--- config.mk ---
export PLATFORM = sky130hd
export DESIGN_NAME = sorted_list_merge
export DESIGN_NICKNAME = d
export VERILOG_FILES = /design/src/rtl/core/slm_pkg.sv /design/src/rtl/core/slm_list_store.sv /design/src/rtl/core/sorted_list_merge.sv
export SDC_FILE = /design/constraint.sdc
export NUM_CORES = 1
export LEC_CHECK = 0
export BUFFER_PORTS_ARGS = -buffer_cell sky130_fd_sc_hd__buf_2
export CAP_MARGIN = 20
export CORE_ASPECT_RATIO = 1.75
export CORE_MARGIN = 3
export CORE_UTILIZATION = 50
export CTS_CLUSTER_DIAMETER = 120
export DETAILED_ROUTE_END_ITERATION = 12
export HOLD_SLACK_MARGIN = 0.08
export PLACE_DENSITY = 0.77
export SYNTH_ARGS = -nofsm -noshare
export SYNTH_HDL_FRONTEND = slang
export SYNTH_SLANG_ARGS = --single-unit
--- constraint.sdc ---
create_clock -name i_clk -period 13.7 [get_ports i_clk]
set_input_delay 2.74 -clock i_clk [delete_from_list [all_inputs] [get_ports i_clk]]
set_output_delay 2.74 -clock i_clk [all_outputs]
set_load 0.01 [all_outputs]
--- src/rtl/core/slm_pkg.sv ---
// slm_pkg: shared constants and types for the sorted list merge block.
// Used by slm_list_store and sorted_list_merge; depends on nothing.
package slm_pkg;

    localparam int LIST_DEPTH_DEFAULT = 16;
    localparam int VALUE_W            = 32;
    localparam int OPCODE_W           = 2;

    localparam logic [OPCODE_W-1:0] OP_APPEND_A = 2'd0;
    localparam logic [OPCODE_W-1:0] OP_APPEND_B = 2'd1;
    localparam logic [OPCODE_W-1:0] OP_MERGE    = 2'd2;

    // write-side control of one list store
    typedef struct packed {
        logic append;
        logic clear;
    } t_list_ctrl;

endpackage

--- src/rtl/core/slm_list_store.sv ---
// slm_list_store: one list memory with element count and registered read port.
// Depends on slm_pkg for the value width and the control struct.
module slm_list_store #(
    parameter int DEPTH = slm_pkg::LIST_DEPTH_DEFAULT,
    parameter int AW    = (DEPTH > 1) ? $clog2(DEPTH) : 1,
    parameter int CW    = $clog2(DEPTH + 1)
) (
    input  logic                               i_clk,
    input  logic                               i_rst_n,
    input  slm_pkg::t_list_ctrl                i_ctrl,
    input  logic signed [slm_pkg::VALUE_W-1:0] i_value,
    input  logic [AW-1:0]                      i_rd_idx,
    output logic signed [slm_pkg::VALUE_W-1:0] o_rd_data,
    output logic [CW-1:0]                      o_count,
    output logic                               o_full
);

    logic signed [slm_pkg::VALUE_W-1:0] r_mem [DEPTH];
    logic signed [slm_pkg::VALUE_W-1:0] r_rd_data;
    logic [CW-1:0]                      r_count;
    logic [CW-1:0]                      n_count;
    logic                               w_full;

    assign w_full = (r_count == CW'(DEPTH));

    always_comb begin
        n_count = r_count;
        if (i_ctrl.clear) begin
            n_count = '0;
        end else if (i_ctrl.append && !w_full) begin
            n_count = r_count + CW'(1);
        end
    end

    always_ff @(posedge i_clk) begin
        if (!i_rst_n) begin
            r_count <= '0;
        end else begin
            r_count <= n_count;
        end
    end

    always_ff @(posedge i_clk) begin
        if (i_ctrl.append && !w_full) begin
            r_mem[r_count[AW-1:0]] <= i_value;
        end
        r_rd_data <= r_mem[i_rd_idx];
    end

    assign o_rd_data = r_rd_data;
    assign o_count   = r_count;
    assign o_full    = w_full;

endmodule

--- src/rtl/core/sorted_list_merge.sv ---
// sorted_list_merge: top level, command decode and merge sequencer over two list stores.
// Depends on slm_pkg and slm_list_store.
// Appends are taken one per cycle while not busy. For each merged element the heads
// are read via the registered store ports in ST_READ, then compared and registered
// out in ST_EMIT; busy holds until the last element is emitted; an empty merge never
// raises busy and strobes its single result the cycle after it is accepted.
// Reset (synchronous, active low) empties both lists and clears the overflow flag.
// Results are strobed for one cycle on o_result_valid; the receiver cannot stall.
module sorted_list_merge #(
    parameter int LIST_DEPTH = slm_pkg::LIST_DEPTH_DEFAULT
) (
    input  logic                                i_clk,
    input  logic                                i_rst_n,
    input  logic                                i_start,
    output logic                                o_busy,
    input  logic [slm_pkg::OPCODE_W-1:0]        i_opcode,
    input  logic signed [slm_pkg::VALUE_W-1:0]  i_item_value,
    output logic                                o_result_valid,
    output logic signed [slm_pkg::VALUE_W-1:0]  o_merged_value,
    output logic                                o_last_of_run,
    output logic                                o_empty_merge,
    output logic                                o_overflow_seen
);

    localparam int AW = (LIST_DEPTH > 1) ? $clog2(LIST_DEPTH) : 1;
    localparam int CW = $clog2(LIST_DEPTH + 1);

    localparam logic [1:0] ST_IDLE = 2'd0;
    localparam logic [1:0] ST_READ = 2'd1;
    localparam logic [1:0] ST_EMIT = 2'd2;

    logic [1:0]                         r_state, n_state;
    logic [CW-1:0]                      r_ia, n_ia;
    logic [CW-1:0]                      r_ib, n_ib;
    logic                               r_ovf, n_ovf;
    logic                               r_valid, n_valid;
    logic signed [slm_pkg::VALUE_W-1:0] r_value, n_value;
    logic                               r_last, n_last;
    logic                               r_empty, n_empty;
    logic                               r_ovf_out, n_ovf_out;

    slm_pkg::t_list_ctrl                w_ctrl_a, w_ctrl_b;
    logic signed [slm_pkg::VALUE_W-1:0] w_rd_a, w_rd_b;
    logic [CW-1:0]                      w_cnt_a, w_cnt_b;
    logic                               w_full_a, w_full_b;
    logic                               w_accept;
    logic                               w_have_a, w_have_b, w_take_a;
    logic [CW-1:0]                      w_ia_inc, w_ib_inc;

    slm_list_store #(.DEPTH(LIST_DEPTH), .AW(AW), .CW(CW)) u_list_a (
        .i_clk    (i_clk),
        .i_rst_n  (i_rst_n),
        .i_ctrl   (w_ctrl_a),
        .i_value  (i_item_value),
        .i_rd_idx (r_ia[AW-1:0]),
        .o_rd_data(w_rd_a),
        .o_count  (w_cnt_a),
        .o_full   (w_full_a)
    );

    slm_list_store #(.DEPTH(LIST_DEPTH), .AW(AW), .CW(CW)) u_list_b (
        .i_clk    (i_clk),
        .i_rst_n  (i_rst_n),
        .i_ctrl   (w_ctrl_b),
        .i_value  (i_item_value),
        .i_rd_idx (r_ib[AW-1:0]),
        .o_rd_data(w_rd_b),
        .o_count  (w_cnt_b),
        .o_full   (w_full_b)
    );

    assign w_accept = i_start && (r_state == ST_IDLE);
    assign w_have_a = (r_ia < w_cnt_a);
    assign w_have_b = (r_ib < w_cnt_b);
    // on a tie the B head goes first
    assign w_take_a = w_have_a && (!w_have_b || (w_rd_a < w_rd_b));
    assign w_ia_inc = r_ia + CW'(1);
    assign w_ib_inc = r_ib + CW'(1);

    always_comb begin
        n_state   = r_state;
        n_ia      = r_ia;
        n_ib      = r_ib;
        n_ovf     = r_ovf;
        n_valid   = 1'b0;
        n_value   = r_value;
        n_last    = r_last;
        n_empty   = r_empty;
        n_ovf_out = r_ovf_out;
        w_ctrl_a  = '0;
        w_ctrl_b  = '0;
        case (r_state)
            ST_IDLE: begin
                if (w_accept) begin
                    case (i_opcode)
                        slm_pkg::OP_APPEND_A: begin
                            w_ctrl_a.append = 1'b1;
                            if (w_full_a) begin
                                n_ovf = 1'b1;
                            end
                        end
                        slm_pkg::OP_APPEND_B: begin
                            w_ctrl_b.append = 1'b1;
                            if (w_full_b) begin
                                n_ovf = 1'b1;
                            end
                        end
                        slm_pkg::OP_MERGE: begin
                            if ((w_cnt_a == '0) && (w_cnt_b == '0)) begin
                                n_valid   = 1'b1;
                                n_value   = '0;
                                n_last    = 1'b1;
                                n_empty   = 1'b1;
                                n_ovf_out = r_ovf;
                                n_ovf     = 1'b0;
                            end else begin
                                n_ia    = '0;
                                n_ib    = '0;
                                n_state = ST_READ;
                            end
                        end
                        default: begin
                        end
                    endcase
                end
            end
            ST_READ: begin
                // heads at r_ia / r_ib are registered out of the stores this cycle
                n_state = ST_EMIT;
            end
            ST_EMIT: begin
                n_valid   = 1'b1;
                n_empty   = 1'b0;
                n_ovf_out = r_ovf;
                if (w_take_a) begin
                    n_value = w_rd_a;
                    n_ia    = w_ia_inc;
                    n_last  = (w_ia_inc == w_cnt_a) && !w_have_b;
                end else begin
                    n_value = w_rd_b;
                    n_ib    = w_ib_inc;
                    n_last  = (w_ib_inc == w_cnt_b) && !w_have_a;
                end
                if (n_last) begin
                    w_ctrl_a.clear = 1'b1;
                    w_ctrl_b.clear = 1'b1;
                    n_ovf          = 1'b0;
                    n_state        = ST_IDLE;
                end else begin
                    n_state = ST_READ;
                end
            end
            default: begin
                n_state = ST_IDLE;
            end
        endcase
    end

    always_ff @(posedge i_clk) begin
        if (!i_rst_n) begin
            r_state <= ST_IDLE;
            r_ia    <= '0;
            r_ib    <= '0;
            r_ovf   <= 1'b0;
            r_valid <= 1'b0;
        end else begin
            r_state <= n_state;
            r_ia    <= n_ia;
            r_ib    <= n_ib;
            r_ovf   <= n_ovf;
            r_valid <= n_valid;
        end
    end

    always_ff @(posedge i_clk) begin
        r_value   <= n_value;
        r_last    <= n_last;
        r_empty   <= n_empty;
        r_ovf_out <= n_ovf_out;
    end

    assign o_busy          = (r_state != ST_IDLE);
    assign o_result_valid  = r_valid;
    assign o_merged_value  = r_value;
    assign o_last_of_run   = r_last;
    assign o_empty_merge   = r_empty;
    assign o_overflow_seen = r_ovf_out;

endmodule
==> results of run 1 <==
-- worst reg2reg max path, cell delays in order, from the launching register on --
cell and delay (ns):
dfxtp_1 0.36, inv_1 0.05, ha_1 0.29, nand2_1 0.09
nor4_1 0.70, a221oi_1 0.27, a2111o_1 0.52, a31oi_2 0.26
or2_2 0.25, buf_4 0.53, mux2i_1 0.39, nor2_1 0.07
-- registers in the layout, summed over array words and instances, names as in the netlist, 2 cells and up --
register	count
u_list_a.r_mem	512
u_list_b.r_mem	512
o_merged_value	32
u_list_a.o_rd_data	32
u_list_b.o_rd_data	32
r_ia	5
r_ib	5
u_list_a.o_count	5
u_list_b.o_count	5
r_state	2
-- metrics by stage --
| step | hold WS, ns | worst slack, ns | utilization [%] | total power [mW] | cells |
|---|---|---|---|---|---|
| global placement | 0.411 | 8.13 | 52.9 | 4.07 | 3098 |
| finish | 0.444 | 8.74 | 56.4 | 6.61 | 3276 |
| CTS | 0.448 | 8.81 | 56.3 | 6.64 | 3268 |
| detailed placement | 0.430 | 8.07 | 52.9 | 4.08 | 3098 |
| global route | 0.458 | 8.62 | 56.4 | 6.77 | 3272 |
| floorplan | 0.403 | 7.39 | - | 3.98 | 1940 |
-- final cells by class --
cell class	count	area, um^2	share of cell area, %
flip-flops and latches	1147	33600	69.2
inverters	52	195	0.402
multi-input cells	654	9720	20.0
well taps	1152	1440	2.97
clock buffers	117	2440	5.02
clock inverters	53	502	1.03
repair buffers	97	631	1.30
diodes	4	10.0	0.0206
-- synth_stat cells (all sizes together) --
library cell / count
a21o: 1
o22ai: 2
nor2b: 3
xnor2: 18
buf: 36
o2bb2ai: 1
o31ai: 1
o211ai: 1
a21boi: 3
dfxtp: 88
nand4: 4
mux2i: 34
nor3: 14
o41ai: 1
ha: 51
nand2: 40
and3: 2
a21oi: 18
nor4: 2
edfxtp: 1059
o311ai: 1
a221o: 2
or2: 2
and4: 2
clkbuf: 51
o21bai: 1
nor3b: 2
or3: 3
and2: 4
a221oi: 1
a32o: 1
mux4: 320
a22o: 1
nand3: 10
xor2: 4
a311o: 1
a31oi: 1
o21ai: 15
o21a: 2
nor2: 81
mux2: 1
inv: 52
a2111o: 1
a211o: 1
a41oi: 1
-- final timing paths --
| path | end | startpoint |
|---|---|---|
| worst max-delay path | u_list_a.r_mem[7][19] | i_opcode[0] |
| worst min-delay path | o_overflow_seen | r_ovf |
| worst max register to register | o_merged_value[5] | u_list_b.o_rd_data[15] |
| worst min register to register | o_overflow_seen | r_ovf |
-- power breakdown --
group	internal (mW)	switching [mW]
clock	1.36	1.25
combinational	0.0392	0.120
sequential	3.83	0.0117
total	5.23	1.38
-- cell families (layout without fill, tap and decap cells) --
group           Yosys count  count (layout)  synth area share, %
other cells               0               4                    0
simple gates            169             169                 1.68
fa+ha+maj                51              51                 1.46
flops                  1147            1147                 76.9
buf+inv                 139             319                 1.29
xor+xnor                 22              22                0.442
mux                     355             355                 17.3
compound gates           57              57                0.849
-- per-layer routing --
metal  up-vias  GRT usage [%]
met5         -              0
met4         2           11.1
met3       231           4.80
met2      1404           39.8
met1     11100           32.3
li1       8251              -
==> results.ini, run 1 <==
[status]
outcome = completed

[route]
antenna_left = 0
wire_per_inst_um = 33.5
top_layer = met5
wl_met2_um = 54500
dr_wl_met3_um = 10700
drtIter0Drc = 3160
vias = 21000
drt-total-wl_um = 110000
post-route-drc-count = 0
vias_per_cell = 6.41
m1WireLength_um = 38900
first_pass_iters = 6

[synth]
synth_cell_types = 53
synth_seq_area_share_pct = 76.9
syn-cell-area_um2 = 43600
ys_seq_elements = 1147
syn_nets = 2028
synth_top_area_cell = edfxtp_1
syn_avg_cell_area_um2 = 22.5
netlist.area_leader.share_pct = 72.9
postSynthCellCount = 1940
synth.top_cells.by_area = edfxtp_1 (73%), mux4_2 (17%), dfxtp_1 (4.0%)
ys_warn_count = 0

[timing]
finalCritPeriodShare_pct = 36.2
fin_crit_ns = 4.96
tightest_slew_ns = 1.10
finalHoldViolations = 0
tns_ns = 0
rsz0062_at_grt = false
fin_worst_skew_ns = 0.0303
clock.fmax_mhz = 202
max_slew_margin_pct = 26.4
finalSetupViolCount = 0
slew_violations = 0

[global_routing]
antenna_found_initial = 8
grt_pass1_wl_um = 157000
track_usage_pct = 24.4
grt_overflow = 0
grt_max_degree = 96
grt_pass1_vias = 21000

[critical_path]
cp.depth = 5
slowest_stage = nor2_4
path_buf_inv = 1
crit_fanout = 32
cpPeakStageDelay_ns = 0.95
r2r_slack_ns = 9.65
crit_path_end_kind = register
crit_arrival_ns = 5.26
path_class = in -> reg
cp.required_ns = 14.00
critPathTopFamily = simple AND/OR/NAND/NOR gates
worstPathCellList = buf_2 -> a311o_1 -> nor2_1 -> nand2_1 -> nor2_4
start_kind = input port
r2r_cells = 11

[placed_design]
portBuffers = 73
dpl.hpwl_um = 66300
place_congestion = 0.875
placed_area_um2 = 45500

[floorplan]
placementRows = 142
coreArea_um2 = 86000
die_area_um2 = 91000
fp.dieH_um = 397
die_w_um = 229
ioPinCount = 74
initial_utilization_pct = 50.7

[cts]
clock_path_buffers = 3
cts_tree = yes
clock_latency_ns = 0.70
cts-hold-fix-buffers = 0
h-tree-depth = 3
post-cts-setup-buffer-count = 0
clockRootBuffer = clkbuf_16
ctsResizeCount = 0
cts.clk_slew.worst_paths_ns = 0.06
cts-buffers-inserted = 92
clock-sinks = 1147

[pwr]
p_leak_nw = 15.1
ir_worst_vdd_uv = 108
powerDensity_nw_per_um2 = 136

[finish]
final_cell_area_um2 = 48500
final_cell_mix = edfxtp_1 (1059), mux4_2 (320), clkbuf_16 (92)
area_delta_synth_final_pct = 11.2
drive_gt1_share_pct = 28.3
fillCellCount = 6074
fin_nets = 2132
final_common_cell = edfxtp_1

[hold_path]
whs_path_depth = 0
hold_path_class = reg -> reg

[run]
maxCapViolCount = 0

Power figures use the tool's default switching activity.
==> run 2, diff against run 1 <==
ABC_AREA = 1   (was unset)
clock period = 4.6 ns   (was 13.7 ns; I/O delays follow)
==> run 2 against run 1 <==
Net effect:
- clock-buffer cell count fell by 8
- sequential share of layout area shrank 1.5 points
- largest cell class unchanged
- clock skew down 0.0018 ns
- sequential power grew to 3.0 times the previous value
- combinational power grew to 7.0 times the previous value
- highest routed layer is now met4
- total power rose to 3.1 times the previous value
- synthesized cell count rose by 58%
==> results.ini, run 2 <==
[critical_path]
crit_arrival_ns = 3.96
cp.required_ns = 5.10
r2r_cells = 10
path_class = reg -> reg
worstReg2RegStart = u_list_b.o_count[3]
crit_path_end_kind = register
crit_fanout = 37
r2r-end = o_merged_value[29]
start_kind = register
r2r_slack_ns = 1.14

[floorplan]
ioPinCount = 74
fp.dieH_um = 402
initial_utilization_pct = 50.7
placementRows = 144
die_w_um = 233
die_area_um2 = 93600
coreArea_um2 = 88600

[synth]
syn-cell-area_um2 = 44900
syn_avg_cell_area_um2 = 14.6
synth_ff_type = edfxtp_1
synth_seq_area_share_pct = 74.7
yosysMostFrequentCell = edfxtp_1
ys_seq_elements = 1147
synth_top_area_cell = edfxtp_1
synth_cell_types = 43
ys_warn_count = 0
syn_nets = 3160
netlist.area_leader.share_pct = 70.8
synth-edff-count = 1059
ys_top_cells_by_count = edfxtp_1 (1059), nor2_1 (444), o21ai_0 (293)
postSynthCellCount = 3072
async_flop_share_pct = 0
synth.top_cells.by_area = edfxtp_1 (71%), mux2i_1 (4.4%), dfxtp_1 (3.9%)

[global_routing]
grt_pass1_vias = 25900
grt_max_degree = 250
grt_pass1_wl_um = 160000
grt_overflow = 0
track_usage_pct = 22.8
antenna_found_initial = 5

[cts]
clockRootBuffer = clkbuf_16
post-cts-setup-buffer-count = 0
cts-buffers-inserted = 89
cts.clk_slew.worst_paths_ns = 0.07
clock-sinks = 1147
clock_latency_ns = 0.67
cts_tree = yes
cts-hold-fix-buffers = 0
h-tree-depth = 3
ctsResizeCount = 0
clock_path_buffers = 3

[route]
drtIter0Drc = 3288
vias = 26500
vias_per_cell = 6.12
first_pass_iters = 6
post-route-drc-count = 0
drt-total-wl_um = 108000
wire_per_inst_um = 25.0
antenna_left = 0

[timing]
max_slew_margin_pct = 17.5
rsz0062_at_grt = false
finalCritPeriodShare_pct = 75.2
tns_ns = 0
fin_hold_ws_ns = 0.431
clock.fmax_mhz = 289
slew_violations = 0
fin_worst_skew_ns = 0.0285
tightest_slew_ns = 1.24
fin_crit_ns = 3.46
finalHoldViolations = 0
finalSetupViolCount = 0

[status]
outcome = completed

[pwr]
p_leak_nw = 15.6
powerDensity_nw_per_um2 = 413
ir_worst_vdd_uv = 275

[placed_design]
dpl.hpwl_um = 63900
place_congestion = 0.848
portBuffers = 73

[finish]
multiInputGateArea_um2 = 10400
fillCellCount = 6733
final_cell_mix = edfxtp_1 (1059), nor2_1 (415), o21ai_0 (293)
fin_nets = 3169
drive_gt1_share_pct = 10.4
ff_latch_area_um2 = 33600
area_delta_synth_final_pct = 10.4
final_common_cell = edfxtp_1

[hold_path]
whs_path_depth = 0
hold_path_class = reg -> reg
holdPathEnd = o_overflow_seen
hp-start = r_ovf

[run]
maxCapViolCount = 0

## run 2: changes by cell type after synthesis, moves of 56 or more
cell	delta
o21ai_0	+282
mux4_2	-320
o221ai_1	+199
o211ai_1	+56
mux2i_1	+165
nand3_1	+77
nand2_1	+95
o32ai_1	+56
clkbuf_1	+83
nor2_1	+363
## run 2: logic make-up (layout without fill, tap and decap cells)
logic type	Yosys count	after routing	share of synthesized area [%]
compound gates	687	687	10.2
fa+ha+maj	51	51	1.42
mux	199	199	4.44
xor+xnor	11	11	0.215
buf+inv	281	363	2.70
other cells	0	3	0
simple gates	696	696	6.29
flops	1147	1147	74.7
## run 2: stage by stage
| stage | worst slack (ns) | power (mW) | instances | area, um^2 | util [%] |
|---|---|---|---|---|---|
| 2_1_floorplan | 0.461 | 12.4 | 3072 | 44900 | - |
| 3_5_place_dp | 1.07 | 12.9 | 4156 | 46600 | 52.6 |
| 5_1_grt | 0.879 | 21.1 | 4322 | 49600 | 55.9 |
| 3_3_place_gp | 1.08 | 12.9 | 4155 | 46600 | 52.5 |
| 6_report | 1.14 | 20.5 | 4325 | 49600 | 55.9 |
| 4_1_cts | 1.13 | 20.5 | 4320 | 49500 | 55.9 |
## run 2: where the power goes
group | switching [mW] | leakage (nW) | total, mW | internal (mW)
logic | 0.811 | 3.85 | 1.11 | 0.297
clock network | 3.55 | 1.45 | 7.80 | 4.26
registers | 0.0722 | 10.3 | 11.6 | 11.5
## run 2: worst max-delay path, stage by stage (launching register included)
cell and delay [ns]:
dfxtp_1 0.57, inv_1 0.15, ha_1 0.30, nand2_1 0.08
nor2_1 0.06, a2111oi_2 0.61, nand3_2 0.18, nand2_2 0.58
buf_4 0.41, o21ai_0 0.14, a21oi_1 0.19
## run 2: worst max-delay path by stage
stage / startpoint / to / slack [ns] / cells after the start
floorplan: i_opcode[1] / u_list_b.r_mem[4][0] / 0.46 / 5
global placement: i_opcode[1] / u_list_a.r_mem[14][5] / 1.08 / 6
detailed placement: i_opcode[1] / u_list_a.r_mem[14][31] / 1.07 / 6
CTS: u_list_b.o_count[3] / o_merged_value[29] / 1.13 / 10
global route: u_list_b.o_count[2] / o_merged_value[29] / 0.88 / 10
finish: u_list_b.o_count[3] / o_merged_value[29] / 1.14 / 10
## run 2: routing by layer
layer / global-route usage, % / wire length (um) / vias up / share of wire, %
met1: 26.7 / 37600 / 13200 / 35
met5: 0 / 0 / - / 0
met3: 2.88 / 7570 / 252 / 7.0
met4: 10.4 / 5030 / 0 / 4.6
li1: - / - / 11800 / -
met2: 41.6 / 58100 / 1220 / 54
## run 2: area by class of cell
cell class,count,area share (%)
Multi-Input combinational cell,1644,20.9
Sequential cell,1147,67.7
Timing Repair Buffer,123,1.86
Inverter,76,0.590
Clock inverter,55,1.17
Antenna cell,3,0.0151
Clock buffer,109,4.77
Tap cell,1168,2.95
